===== src/rtl/core/smc_pkg.sv =====
// Types and constants of the switch mode controller.
package smc_pkg;

   localparam int MODE_W = 3;
   localparam int LEVEL_W = 8;
   localparam int HOLD_W = 8;
   localparam int TURBO_W = 16;
   localparam int LOWCNT_W = 3;

   typedef logic [MODE_W-1:0] mode_type;
   typedef logic [LEVEL_W-1:0] level_type;

   // Request kinds carried in req_tuser
   localparam logic REQ_TICK = 1'b0;
   localparam logic REQ_LOAD = 1'b1;

   // Configuration register indexes
   localparam logic [2:0] CSR_LOW_TO_HIGH   = 3'd0;
   localparam logic [2:0] CSR_MEMORY_ENABLE = 3'd1;
   localparam logic [2:0] CSR_LONG_PRESS    = 3'd2;
   localparam logic [2:0] CSR_TURBO_TIMEOUT = 3'd3;
   localparam logic [2:0] CSR_ADC_LOW       = 3'd4;
   localparam logic [2:0] CSR_ADC_CRIT      = 3'd5;
   localparam logic [2:0] CSR_ADC_DELAY     = 3'd6;

   // Register reset values
   localparam logic [HOLD_W-1:0]  LONG_PRESS_RESET    = 8'd32;
   localparam logic [TURBO_W-1:0] TURBO_TIMEOUT_RESET = 16'd5625;
   localparam logic [7:0]         ADC_LOW_RESET       = 8'd130;
   localparam logic [7:0]         ADC_CRIT_RESET      = 8'd120;
   localparam logic [7:0]         ADC_DELAY_RESET     = 8'd188;

   // Limits
   localparam logic [HOLD_W-1:0]   HOLD_MAX       = '1;
   localparam logic [TURBO_W-1:0]  TURBO_MAX      = '1;
   localparam logic [LOWCNT_W-1:0] LOWCNT_MAX     = '1;
   localparam logic [LOWCNT_W-1:0] LOW_READS_STEP = 3'd4;
   localparam level_type           TURBO_LEVEL    = 8'd255;

   // Fixed brightness table, padded with the top level
   function automatic level_type level_of(input mode_type m);
      case (m)
         3'd0:    return 8'd8;
         3'd1:    return 8'd14;
         3'd2:    return 8'd39;
         3'd3:    return 8'd125;
         default: return TURBO_LEVEL;
      endcase
   endfunction

endpackage


===== src/rtl/core/switch_mode_controller.sv =====
// Switch mode controller: one request item (tick or load) in, one mode/level result out.
// A result is registered and shown in the cycle after its item is accepted.
// Throughput: one item per cycle while results are taken; all tick work is one pass of logic from the
// state registers into the result register, which frees as the result is taken.
// Reset (synchronous, active high) clears the state, restores the register
// defaults and empties the result register.
module switch_mode_controller
   import smc_pkg::*;
#(
   parameter int NUM_MODES        = 5,
   parameter int DEBOUNCE_SAMPLES = 4
) (
   input  logic        clock,
   input  logic        reset,
   // request channel
   input  logic        req_tvalid,
   output logic        req_tready,
   // tdata: switch_pressed[0], adc_ready[1], adc_value[9:2], load_index[12:10]
   input  logic [15:0] req_tdata,
   // tuser: req_type[0]
   input  logic        req_tuser,
   // result channel
   output logic        rsp_tvalid,
   input  logic        rsp_tready,
   // tdata: mode_index[2:0], pwm_level[10:3], save_request[11], adc_restart[12]
   output logic [15:0] rsp_tdata,
   // configuration write channel
   input  logic        csr_valid,
   output logic        csr_ready,
   input  logic [2:0]  csr_index,
   input  logic [15:0] csr_data
);

   localparam logic [MODE_W:0] MODE_COUNT = (MODE_W+1)'(NUM_MODES);
   localparam mode_type        TOP_MODE   = MODE_W'(NUM_MODES - 1);

   // configuration registers
   logic               low_to_high_ff;
   logic               memory_enable_ff;
   logic [HOLD_W-1:0]  long_press_ff;
   logic [TURBO_W-1:0] turbo_timeout_ff;
   logic [7:0]         adc_low_ff;
   logic [7:0]         adc_crit_ff;
   logic [7:0]         adc_delay_ff;

   // tick state
   logic [DEBOUNCE_SAMPLES-1:0] hist_ff, hist_in;
   logic [HOLD_W-1:0]           hold_ff, hold_in;
   mode_type                    mode_ff, mode_in;
   logic [TURBO_W-1:0]          turbo_ff, turbo_in;
   logic [7:0]                  delay_ff, delay_in;
   logic [LOWCNT_W-1:0]         lowcnt_ff, lowcnt_in;

   // result register
   logic        rsp_valid_ff;
   logic [15:0] rsp_data_ff, rsp_data_in;

   logic                      accept;
   logic                      sw_sample;
   logic                      adc_ready;
   logic [7:0]                adc_value;
   mode_type                  load_index;
   logic [DEBOUNCE_SAMPLES:0] hist_shift;
   mode_type                  load_mode;
   logic                      save_req;
   logic                      adc_restart;

   function automatic mode_type mode_up(input mode_type m);
      logic [MODE_W:0] nxt;
      nxt = {1'b0, m} + 1'b1;
      return (nxt >= MODE_COUNT) ? '0 : nxt[MODE_W-1:0];
   endfunction

   function automatic mode_type mode_down(input mode_type m);
      return (m == '0) ? TOP_MODE : m - 1'b1;
   endfunction

   assign accept     = req_tvalid && req_tready;
   assign req_tready = !reset && (!rsp_valid_ff || rsp_tready);
   assign csr_ready  = !reset;
   assign rsp_tvalid = rsp_valid_ff;
   assign rsp_tdata  = rsp_data_ff;

   // request fields
   assign sw_sample  = req_tdata[0];
   assign adc_ready  = req_tdata[1];
   assign adc_value  = req_tdata[9:2];
   assign load_index = req_tdata[12:10];
   assign hist_shift = {hist_ff, sw_sample};
   assign load_mode  = ({1'b0, load_index} >= MODE_COUNT) ? TOP_MODE : load_index;

   // next state and result for one item
   always_comb begin
      hist_in     = hist_ff;
      hold_in     = hold_ff;
      mode_in     = mode_ff;
      turbo_in    = turbo_ff;
      delay_in    = delay_ff;
      lowcnt_in   = lowcnt_ff;
      save_req    = 1'b0;
      adc_restart = 1'b0;
      if (req_tuser == REQ_LOAD) begin
         mode_in = load_mode;
      end else begin
         hist_in = hist_shift[DEBOUNCE_SAMPLES-1:0];
         if (hist_in != '0) begin
            // held: long press fires once when the hold count hits the threshold
            if (hold_ff != HOLD_MAX) begin
               hold_in = hold_ff + 1'b1;
               if (hold_in == long_press_ff) begin
                  mode_in  = low_to_high_ff ? mode_down(mode_ff) : mode_up(mode_ff);
                  save_req = memory_enable_ff;
               end
            end
            turbo_in = '0;
            delay_in = adc_delay_ff;
         end else begin
            if (hold_ff != '0 && hold_ff < long_press_ff) begin
               // short press on release
               mode_in  = low_to_high_ff ? mode_up(mode_ff) : mode_down(mode_ff);
               save_req = memory_enable_ff;
            end else begin
               // turbo timer
               if (level_of(mode_ff) == TURBO_LEVEL) begin
                  if (turbo_ff != TURBO_MAX) turbo_in = turbo_ff + 1'b1;
                  if (turbo_in > turbo_timeout_ff) mode_in = mode_down(mode_ff);
               end
               // battery check
               if (mode_in != '0) begin
                  if (delay_ff != '0) delay_in = delay_ff - 1'b1;
                  if (delay_in == '0) begin
                     if (adc_ready) begin
                        if (adc_value < ((mode_in == MODE_W'(1)) ? adc_crit_ff : adc_low_ff))
                        begin
                           if (lowcnt_ff != LOWCNT_MAX) lowcnt_in = lowcnt_ff + 1'b1;
                        end else begin
                           lowcnt_in = '0;
                        end
                     end
                     if (lowcnt_in >= LOW_READS_STEP) begin
                        mode_in   = mode_down(mode_in);
                        lowcnt_in = '0;
                        delay_in  = adc_delay_ff;
                     end
                     adc_restart = 1'b1;
                  end
               end
            end
            hold_in = '0;
         end
      end
      rsp_data_in = {3'b000, adc_restart, save_req, level_of(mode_in), mode_in};
   end

   // configuration, state and result registers
   always_ff @(posedge clock) begin
      if (reset) begin
         low_to_high_ff   <= 1'b0;
         memory_enable_ff <= 1'b0;
         long_press_ff    <= LONG_PRESS_RESET;
         turbo_timeout_ff <= TURBO_TIMEOUT_RESET;
         adc_low_ff       <= ADC_LOW_RESET;
         adc_crit_ff      <= ADC_CRIT_RESET;
         adc_delay_ff     <= ADC_DELAY_RESET;
         hist_ff          <= '0;
         hold_ff          <= '0;
         mode_ff          <= '0;
         turbo_ff         <= '0;
         delay_ff         <= ADC_DELAY_RESET;
         lowcnt_ff        <= '0;
         rsp_valid_ff     <= 1'b0;
      end else begin
         if (csr_valid && csr_ready) begin
            case (csr_index)
               CSR_LOW_TO_HIGH:   low_to_high_ff   <= csr_data[0];
               CSR_MEMORY_ENABLE: memory_enable_ff <= csr_data[0];
               CSR_LONG_PRESS:    long_press_ff    <= csr_data[7:0];
               CSR_TURBO_TIMEOUT: turbo_timeout_ff <= csr_data;
               CSR_ADC_LOW:       adc_low_ff       <= csr_data[7:0];
               CSR_ADC_CRIT:      adc_crit_ff      <= csr_data[7:0];
               CSR_ADC_DELAY:     adc_delay_ff     <= csr_data[7:0];
               default:           ;
            endcase
         end
         if (accept) begin
            hist_ff   <= hist_in;
            hold_ff   <= hold_in;
            mode_ff   <= mode_in;
            turbo_ff  <= turbo_in;
            delay_ff  <= delay_in;
            lowcnt_ff <= lowcnt_in;
         end
         if (accept) begin
            rsp_valid_ff <= 1'b1;
         end else if (rsp_tready) begin
            rsp_valid_ff <= 1'b0;
         end
      end
      if (accept) begin
         rsp_data_ff <= rsp_data_in;
      end
   end

endmodule


===== config.mk =====
export PLATFORM = sky130hd
export DESIGN_NAME = switch_mode_controller
export DESIGN_NICKNAME = d
export VERILOG_FILES = /design/src/rtl/core/smc_pkg.sv /design/src/rtl/core/switch_mode_controller.sv
export SDC_FILE = /design/constraint.sdc
export NUM_CORES = 1
export LEC_CHECK = 0
export ABC_AREA = 1
export BUFFER_PORTS_ARGS = -buffer_cell sky130_fd_sc_hd__buf_2
export CAP_MARGIN = 20
export CELL_PAD_IN_SITES_DETAIL_PLACEMENT = 1
export CELL_PAD_IN_SITES_GLOBAL_PLACEMENT = 2
export CORE_MARGIN = 3
export CORE_UTILIZATION = 37
export CTS_CLUSTER_DIAMETER = 150
export DETAILED_ROUTE_END_ITERATION = 7
export GPL_TIMING_DRIVEN = 0
export PLACE_DENSITY_LB_ADDON = 0.2
export SYNTH_ARGS = -nofsm -noshare
export SYNTH_HDL_FRONTEND = slang
export SYNTH_SLANG_ARGS = --single-unit

===== constraint.sdc =====
create_clock -name clock -period 9.65 [get_ports clock]
set_clock_uncertainty 0.1 [all_clocks]
set_input_delay 0.965 -clock clock [delete_from_list [all_inputs] [get_ports clock]]
set_output_delay 0.965 -clock clock [all_outputs]
set_load 0.01 [all_outputs]

Yosys cells after proc, flatten, opt, wreduce, memory -nomap -nowiden
Cells that the tools add are included.
Storage, ports and cells
  register bits after elaboration: 105
  input bits: 41
  output and inout port bits: 19
  word-level logic and storage cells: 147
Operators by class
  add/sub/neg operators: 7
  order comparisons: 6
  equality and inequality tests: 20
  mux-type cells: 61
  bitwise gates (word level): 4
  reductions and logical operators: 32
Operators with widths (number)
  16-bit 2-to-1 mux: 8
  8-bit 2-to-1 mux: 16
  3-bit 2-to-1 mux: 28
  8-bit one-hot mux with 4 select lines: 2
  3-bit by 2-bit == test with 1-bit output (second input constant): 6
  16-bit by 1-bit adder with 16-bit output (second input constant): 1
  16-bit greater-than comparator: 1
  8-bit less-than comparator: 2
  16-bit inequality test (second input constant): 1
  2-bit AND reduction: 8
  8-bit nonzero test: 2
  3-bit by 1-bit == test with 1-bit output (second input constant): 4
  3-bit logical NOT: 4
  3-bit == test (second input constant): 3
  8-bit by 1-bit adder with 8-bit output (second input constant): 1
  8-bit == test: 1
  8-bit == test (second input constant): 1
  8-bit logical NOT: 1
  8-bit inequality test (second input constant): 1
  4-bit AND reduction: 2
  8-bit by 1-bit subtractor with 8-bit output (second input constant): 1
  1-bit 2-to-1 mux: 7
  3-bit >= comparator (second input constant): 2
  6-bit AND reduction: 1
  16 further kinds: 26

Longest topological paths before layout
Gate-level depths: netlist (run 1).
  depth after elaboration: 36
  depth in mapped cells: 44
  depth with buffers taken out: 44

Worst setup path after synthesis (run 1)
OpenSTA, ideal clock, no wires.
  path type: reg-to-reg
  start point: register turbo_ff[0]
  end point: register rsp_data_ff[5], in the netlist rsp_tdata[5], data pin
  setup time: 0.255 ns
  arrival time: 4.618 ns
  required time: 9.295 ns
  slack: 4.678 ns
  cell stages (with the launch flop): 41
  buffers on the path: 0
  clock period less this slack: 4.972 ns
  cells stage by stage: dfxtp_1 -> ha_1 -> inv_1 -> nor3_2 -> nand3_1 -> inv_1 -> nand4_1 -> nor2_1 -> inv_1 -> nor2_1 -> inv_1 -> nor2_1 -> inv_1 -> nand2_1 -> nor3_1 -> xor2_1 -> ha_1 -> nand2_1 -> [... 5 more ...] -> nand2_1 -> nand2_1 -> nand2_2 -> nand3_4 -> mux2i_1 -> ha_1 -> a21oi_1 -> nor2_1 -> a211oi_1 -> nand2_2 -> a21boi_2 -> nand3_1 -> nand3_1 -> nand2_2 -> o21ai_4 -> nand2_2 -> inv_2 -> nand2_1
Between the ends
  word-level cells in the longest chain between the ends: 31
  elaborated cells between the ends (all ways): 39
  those cells by class: add/sub (2); order compare (3); eq/ne (5); mux (26); reduce/logical (3)
Ends and longest elaborated chain
  start, declared: RTL line switch_mode_controller.sv:50  | logic [TURBO_W-1:0] turbo_ff, turbo_in;
  start signal, assigned: RTL line switch_mode_controller.sv:189  | turbo_ff <= turbo_in;
  16-bit by 1-bit adder with 16-bit output or 16-bit inequality test (tied branches): RTL line switch_mode_controller.sv:125  | if (turbo_ff != TURBO_MAX) turbo_in = turbo_ff + 1'b1;
  16-bit 2-to-1 mux (*): RTL line switch_mode_controller.sv:125
  16-bit 2-to-1 mux (*): RTL line switch_mode_controller.sv:124  | if (level_of(mode_ff) == TURBO_LEVEL) begin
  16-bit 2-to-1 mux (*): RTL line switch_mode_controller.sv:118  | if (hold_ff != '0 && hold_ff < long_press_ff) begin
  16-bit 2-to-1 mux (*): RTL line switch_mode_controller.sv:106  | if (hist_in != '0) begin
  16-bit 2-to-1 mux (*): RTL line switch_mode_controller.sv:102  | if (req_tuser == REQ_LOAD) begin
  16-bit greater-than comparator (*): RTL line switch_mode_controller.sv:126  | if (turbo_in > turbo_timeout_ff) mode_in = mode_down(mode_ff);
  3-bit 2-to-1 mux (*): RTL line switch_mode_controller.sv:126
  [... 16 more ...]
  3-bit 2-to-1 mux: RTL line switch_mode_controller.sv:131  | if (delay_in == '0) begin
  3-bit 2-to-1 mux (*): RTL line switch_mode_controller.sv:129  | if (mode_in != '0) begin
  3-bit 2-to-1 mux (*): RTL line switch_mode_controller.sv:118
  3-bit 2-to-1 mux (*): RTL line switch_mode_controller.sv:106
  3-bit 2-to-1 mux (*): RTL line switch_mode_controller.sv:102
  3-bit by 2-bit == test with 1-bit output, or another cell as far along: RTL line smc_pkg.sv:42  | case (m)
  8-bit one-hot mux with 4 select lines (*): RTL line smc_pkg.sv:42
  named net rsp_data_in[5]: RTL line switch_mode_controller.sv:56  | logic [15:0] rsp_data_ff, rsp_data_in;
  end signal, assigned: RTL line switch_mode_controller.sv:200  | rsp_data_ff <= rsp_data_in;
  end, declared: RTL line switch_mode_controller.sv:56
Mark *: on every way through the listed nets, which the timed path passes. The rest lies on a longest branch. The select of a mux whose other input is x is not followed.
A chain may end at the register's enable or synchronous reset.

Final worst setup path (run 1)
Ends and elaborated chain as after synthesis.

==> impl_results.md, run 1 <==
* Outcome: finished, final reports clean
* GRT Util Overall at 0.220
* FF+latch area at 2170 µm²
* Yosys top cell by area: dfxtp_1
* Simple-gate share of the synthesized area at 0.240
* Max_slew headroom at 0.291
* CP Class: flop to flop
* Final hold vios at 0
* Clk slew on worst S/H paths at 0.07 ns
* Buffers inserted by post-CTS timing repair at 0
* Pleak at 3.07 nW
* Part of the cycle the worst path needs at 0.648
* Die Ht at 135 µm
* CP Buf/Inv Count at 6
* Routability Congestion at approximately 0.80
* Post-route cell area at 6990 µm²
* R2R Setup Slk at 3.40 ns
* Post-Syn Area at a little over 6000 µm²
* Yosys cell types at 50
* Largest family of logic cells by synthesized area: simple AND/OR/NAND/NOR gates
* IO Count at 60
* Nets at 990
* Synth Area in XOR/XNOR at 0.0229
* DP Cell Count at 1109
* Via count at a little under 6000
* Synth Warn # at 0
* Synth Area per Inst at 7.30 µm²
* Hold Worst Slack at 0.362 ns
* Post-Layout Cell Count at approximately 1100
* Clk sink count at 103
* Least-Margin Pin Slew at 1.05 ns
* TritonCTS clock tree: done
* Post-synth EDFFs at 11
* DRC at 0
* Worst-skew pair later-pin latency at 0.36 ns
* Fmax at 160 MHz
* Final min period at 6.25 ns
* Setup crit start kind: flop
* Area after DPL at 6670 µm²
* Setup TNS at 0 ns
* Critical path required time at 9.67 ns
* Total CTS buffers at 9
* Worst setup path endpoint: rsp_tdata[5]$_DFFE_PP_
* Worst Hold Class: flop to flop
* # diodes at 0
* Most used cell, CP: nand2_2
* FF+latch count, synth at 103
* Area of the die at 18200 µm²
* Mux cell area share after synthesis at 0.0114
* First-pass GRT wire length at between 30000 and 40000 µm
* Worst r2r src: turbo_ff[0]$_SDFFE_PP0P_
* Port bufs at 51
* Maximum vdd drop at between 90 and 100 µV
* Power Total at about 1.1 mW
* Slowest CP cell: dfxtp_1
* Number of cell rows at 46
* Layout cells sized above 1 at 0.124
* RR Endpoint: rsp_tdata[5]$_DFFE_PP_
* Slew Limit Fails at 0
* Dpl ws at 3.42 ns
* Drt initial violations at 216
* # fillers at 2061
* Cts hold-fix bufs at 0
* RSZ-0062 raised after global routing: false
* Final Util at 0.435
* Area fraction of the dominant cell type after synthesis at 0.300
* Post-CTS Resized at 0
* Seq/Total Area, Yosys at 0.354
* Htree depth at 3
* Max incr delay on CP at 0.37 ns
* Antenna violations before repair at 0
* Ys flop type: dfxtp_1
* Crit path depth at 40
* Setup crit end kind: flop
* Top cell family by delay on the critical path: simple AND/OR/NAND/NOR gates
* 1st-pass router iterations at 4
* Initial Util at 0.382
* Multi-input gate area at 3390 µm²
* Crit path launch: turbo_ff[0]$_SDFFE_PP0P_
* Total grt overflow at 0
* Final wirelength at 19400 µm
* Core Region at 16100 µm²
* CP max FO at 8
* Top cells by area, synth: dfxtp_1, nand2_1, ha_1, inv_1, a21oi_1
* Worst setup margin at 3.40 ns
* Pin count of the biggest net entering global routing at 19
* Vias in the first global route at between 6000 and 7000
* Post-Synth Adder-Cell Area at 0.0918
* Area grow syn2layout at 14.0%
* Vias per inst at 5.22
* Clock root buffer master: clkbuf_16
* Setup violators final at 0
* Post-synthesis compound-gate area fraction at 0.185
* Post-synth ARST share at 0
* Most frequent cells in the layout: nand2_1, inv_1, dfxtp_1, a21oi_1, nor2_1
* CTS Buffer Depth at 2
* Die Wd at 135 µm
* Synthesized instance count at 840
* Number of max-cap violations at 0
* Commonest non-fill, non-tap cell in the layout: nand2_1
* DP Wirelength at 15400 µm
* PD cells at 151 nW/µm²
* Routed wire per std cell at approximately 17 µm
* R2R cell count at 40
* CP arrival at 6.27 ns
* Routed Antenna Nets at 0
==> worst min-delay path: stages (launching register included) <==
cell	delay [ns]
dfxtp_1	0.33
nand2_1	0.05
nand3_1	0.05
==> per-layer routing <==
metal | global-route usage | vias up | part of all wire
met2 | 0.393 | 78 | 0.50
met1 | 0.278 | 2839 | 0.46
li1 | - | 2933 | -
met4 | 0.0622 | 0 | 0.013
met5 | 0 | - | 0
met3 | 0.0272 | 21 | 0.029
==> cell type report <==
class                      instances  share of cell area
sequential                       103               0.311
buffer                            27              0.0172
multi-input combinational        590               0.485
clock buffer                       9              0.0322
inverter                         122              0.0655
clock inverter                     7              0.0145
timing repair buffer              51              0.0365
tap                              216              0.0387
==> report_power, final <==
group	switching, mW	internal (mW)	total, mW
Sequential	0.0109	0.449	0.460
Combinational	0.124	0.0612	0.186
Clock	0.182	0.230	0.413
Total	0.318	0.741	1.06
==> how the worst min path moves through the flow <==
stage	to	start	cells past startpoint
final	adc_crit_ff[3]$_SDFFE_PP1P_	adc_crit_ff[3]$_SDFFE_PP1P_	2
after global routing	adc_crit_ff[3]$_SDFFE_PP1P_	adc_crit_ff[3]$_SDFFE_PP1P_	2
after CTS	adc_crit_ff[0]$_SDFFE_PP0P_	adc_crit_ff[0]$_SDFFE_PP0P_	2
after detailed placement	adc_crit_ff[3]$_SDFFE_PP1P_	adc_crit_ff[3]$_SDFFE_PP1P_	2
after global placement	adc_low_ff[7]$_SDFFE_PP1P_	adc_low_ff[7]$_SDFFE_PP1P_	2
after floorplan	adc_crit_ff[3]$_SDFFE_PP1P_	adc_crit_ff[3]$_SDFFE_PP1P_	2
==> registers in the layout, indices dropped and copies added (netlist names) <==
signal	cells
hold_ff	8
mode_ff	3
rsp_tdata	11
adc_low_ff	8
rsp_tvalid	1
delay_ff	8
adc_delay_ff	8
hist_ff	3
memory_enable_ff	1
turbo_ff	16
long_press_ff	8
adc_crit_ff	8
lowcnt_ff	3
turbo_timeout_ff	16
low_to_high_ff	1
==> cell usage after synthesis (2+ instances only) <==
| cell type | count |
|---|---|
| a31oi_1 | 2 |
| nor3_2 | 2 |
| buf_1 | 3 |
| nand4_1 | 12 |
| mux2i_1 | 7 |
| nand2_4 | 2 |
| o21ai_1 | 11 |
| dfxtp_1 | 92 |
| o31ai_1 | 2 |
| nand3_1 | 40 |
| clkbuf_1 | 19 |
| xnor2_1 | 3 |
| nand2_1 | 152 |
| a311oi_1 | 2 |
| inv_2 | 11 |
| clkinv_1 | 4 |
| o211ai_1 | 13 |
| edfxtp_1 | 11 |
| nor4_1 | 3 |
| inv_1 | 107 |
| a211oi_1 | 23 |
| buf_4 | 5 |
| a21oi_1 | 77 |
| xor2_1 | 13 |
| nand2_2 | 12 |
| o21ai_0 | 53 |
| nor2_4 | 4 |
| nor2_1 | 72 |
| ha_1 | 45 |
| nor3_1 | 16 |
| a22oi_1 | 3 |
==> cells by family after synthesis <==
| family | Yosys count |
|---|---|
| compound gates | 195 |
| flops | 103 |
| buf+inv | 149 |
| simple gates | 324 |
| fa+ha+maj | 45 |
| mux | 7 |
| xor+xnor | 16 |
| other cells | 1 |
(Power assumes the default switching activity.)
==> inputs of run 2 (changes only) <==
--- a/config.mk
+++ b/config.mk
@@ -11,7 +11,7 @@
 export CELL_PAD_IN_SITES_DETAIL_PLACEMENT = 1
 export CELL_PAD_IN_SITES_GLOBAL_PLACEMENT = 2
 export CORE_MARGIN = 3
-export CORE_UTILIZATION = 37
+export CORE_UTILIZATION = 34
 export CTS_CLUSTER_DIAMETER = 150
 export DETAILED_ROUTE_END_ITERATION = 7
 export GPL_TIMING_DRIVEN = 0
==> constraint.sdc (replaced) <==
create_clock -name clock -period 5.9 [get_ports clock]
set_clock_uncertainty 0.1 [all_clocks]
set_input_delay 0.59 -clock clock [delete_from_list [all_inputs] [get_ports clock]]
set_output_delay 0.59 -clock clock [all_outputs]
set_load 0.01 [all_outputs]
==> impl_results.md, run 2 (synthesis results as in run 1) <==
* Total CTS buffers at 9 (unchanged)
* Die Wd at 140 µm (+4.1%)
* Number of max-cap violations at 0 (unchanged)
* Worst-skew pair later-pin latency at 0.36 ns (about the same)
* Clk sink count at 103 (unchanged)
* Initial Util at 0.351 (-0.0310)
* Layout cells sized above 1 at 0.181 (+0.0563)
* Commonest non-fill, non-tap cell in the layout: nand2_1
* Most used cell, CP: nand2_4
* Final wirelength at 20100 µm (+3.5%)
* Routability Congestion at 0.884 (+10%)
* R2R cell count at 42 (+5.0%)
* DP Wirelength at 15700 µm (+2.1%)
* PD cells at 230 nW/µm² (+52%)
* Setup violators final at 0 (unchanged)
* Slowest CP cell: dfxtp_2
* Outcome: finished, final reports clean
* Final min period at 5.55 ns (-0.699 ns)
* # fillers at 2178 (+5.7%)
* Setup crit start kind: flop
* Die Ht at 140 µm (+4.1%)
* Clock root buffer master: clkbuf_16
* Max incr delay on CP at 0.36 ns (about the same)
* Antenna violations before repair at 0 (unchanged)
* Drt initial violations at 316 (+46%)
* DRC at 0 (unchanged)
* Routed Antenna Nets at 0 (unchanged)
* Crit path launch: turbo_ff[1]$_SDFFE_PP0P_
* Least-Margin Pin Slew at 0.941 ns (-0.114 ns)
* CTS Buffer Depth at 2 (unchanged)
* Nets at 1011 (+2.1%)
* Most frequent cells in the layout: nand2_1, inv_1, dfxtp_1, a21oi_1, nor2_1
* Fmax at 180 MHz (+13%)
* CP Class: flop to flop
* Power Total at 1.69 mW (+59%)
* Via count at 5940 (+1.2%)
* Final Util at 0.420 (-0.0152)
* Area grow syn2layout at 19.8%
* TritonCTS clock tree: done
* IO Count at 60 (unchanged)
* Setup crit end kind: flop
* R2R Setup Slk at 0.35 ns (-3.05 ns)
* Pleak at 3.17 nW (+3.3%)
* Max_slew headroom at 0.367 (+0.0755)
* Vias in the first global route at 6030 (-2.8%)
* Slew Limit Fails at 0 (unchanged)
* Htree depth at 3 (unchanged)
* Number of cell rows at 48 (+4.3%)
* Core Region at 17500 µm² (+8.8%)
* Routed wire per std cell at 17.4 µm (+0.80%)
* Worst setup margin at 0.349 ns (-3.05 ns)
* CP arrival at 5.56 ns (-0.71 ns)
* Clk slew on worst S/H paths at 0.07 ns (about the same)
* First-pass GRT wire length at 31800 µm (about the same)
* CP max FO at 8 (unchanged)
* Dpl ws at -0.339 ns (-3.76 ns)
* Total grt overflow at 0 (unchanged)
* Worst setup path endpoint: rsp_tdata[4]$_DFFE_PP_
* GRT Util Overall at 0.201 (-0.0183)
* Part of the cycle the worst path needs at 0.941 (+0.293)
* Critical path required time at 5.91 ns (-3.76 ns)
* RR Endpoint: rsp_tdata[4]$_DFFE_PP_
* Port bufs at 51 (unchanged)
* Worst r2r src: turbo_ff[1]$_SDFFE_PP0P_
* Maximum vdd drop at 161 µV (+78%)
* Area of the die at 19700 µm² (+8.4%)
* RSZ-0062 raised after global routing: true
* Hold Worst Slack at 0.360 ns (-0.00141 ns)
* FF+latch area at 2180 µm² (+0.23%)
* Final hold vios at 0 (unchanged)
* 1st-pass router iterations at 4 (unchanged)
* # diodes at 0 (unchanged)
* Multi-input gate area at 3610 µm² (+6.5%)
* Pin count of the biggest net entering global routing at 18 (-1)
* Worst Hold Class: primary input to flop
* Vias per inst at 5.14 (-1.5%)
run 2: worst max-delay path: cells and delay by family (launching register included):
family | cells | cell delay, ns
simple gates | 29 | 2.85
fa+ha+maj | 3 | 0.75
compound gates | 2 | 0.42
flops | 1 | 0.36
buf+inv | 6 | 0.34
mux | 1 | 0.25
xor+xnor | 1 | 0.18
run 2: worst min-delay path by stage:
stage                                      startpoint                          end  slack [ns]  depth (start not counted)
after CTS                                  req_tvalid      rsp_tvalid$_SDFFE_PP0P_        0.36                          3
final                                      req_tvalid      rsp_tvalid$_SDFFE_PP0P_        0.36                          3
after floorplan           adc_crit_ff[3]$_SDFFE_PP1P_  adc_crit_ff[3]$_SDFFE_PP1P_        0.33                          2
after global placement    adc_crit_ff[3]$_SDFFE_PP1P_  adc_crit_ff[3]$_SDFFE_PP1P_        0.34                          2
after global routing                       req_tvalid      rsp_tvalid$_SDFFE_PP0P_        0.37                          3
after detailed placement  adc_crit_ff[3]$_SDFFE_PP1P_  adc_crit_ff[3]$_SDFFE_PP1P_        0.34                          2
run 2: what timing repair did:
| action | in CTS | in global routing |
|---|---|---|
| setup buffers | 0 | 20 |
| pin swaps | 0 | 36 |
| gates resized for setup | 4 | 50 |
| setup endpoints to repair | 18 | 22 |
| hold buffers | 0 | 0 |
| gates cloned | 0 | 0 |
run 2: stage by stage:
stage          cells  instance area, µm²  TNS (ns)
4_1_cts         1134                6980         0
5_1_grt         1155                7340    -0.460
6_report        1155                7340         0
3_5_place_dp    1118                6680     -2.62
3_3_place_gp    1118                6680    -0.566
2_1_floorplan    842                6140         0
run 2: routing by layer:
layer | GRT usage | routed length (µm) | up-vias
li1 | - | - | 2974
met5 | 0 | 0 | -
met4 | 0.0668 | 440 | 0
met1 | 0.266 | 9490 | 2861
met2 | 0.342 | 9670 | 81
met3 | 0.0239 | 484 | 24
run 2: where the power goes:
part / total (mW) / internal (mW) / switching (mW) / leakage [nW]
clock: 0.581 / 0.298 / 0.283 / 0.124
combinational: 0.351 / 0.125 / 0.226 / 2.20
sequential: 0.753 / 0.735 / 0.0188 / 0.850
run 2: cell type report:
type                            instances  area share
Clock inverter                          5     0.00477
Buffer                                 27      0.0164
Timing Repair Buffer                   72      0.0567
Multi-Input combinational cell        590       0.492
Sequential cell                       103       0.296
Tap cell                              225      0.0383
Inverter                              122      0.0627
Clock buffer                           11      0.0330
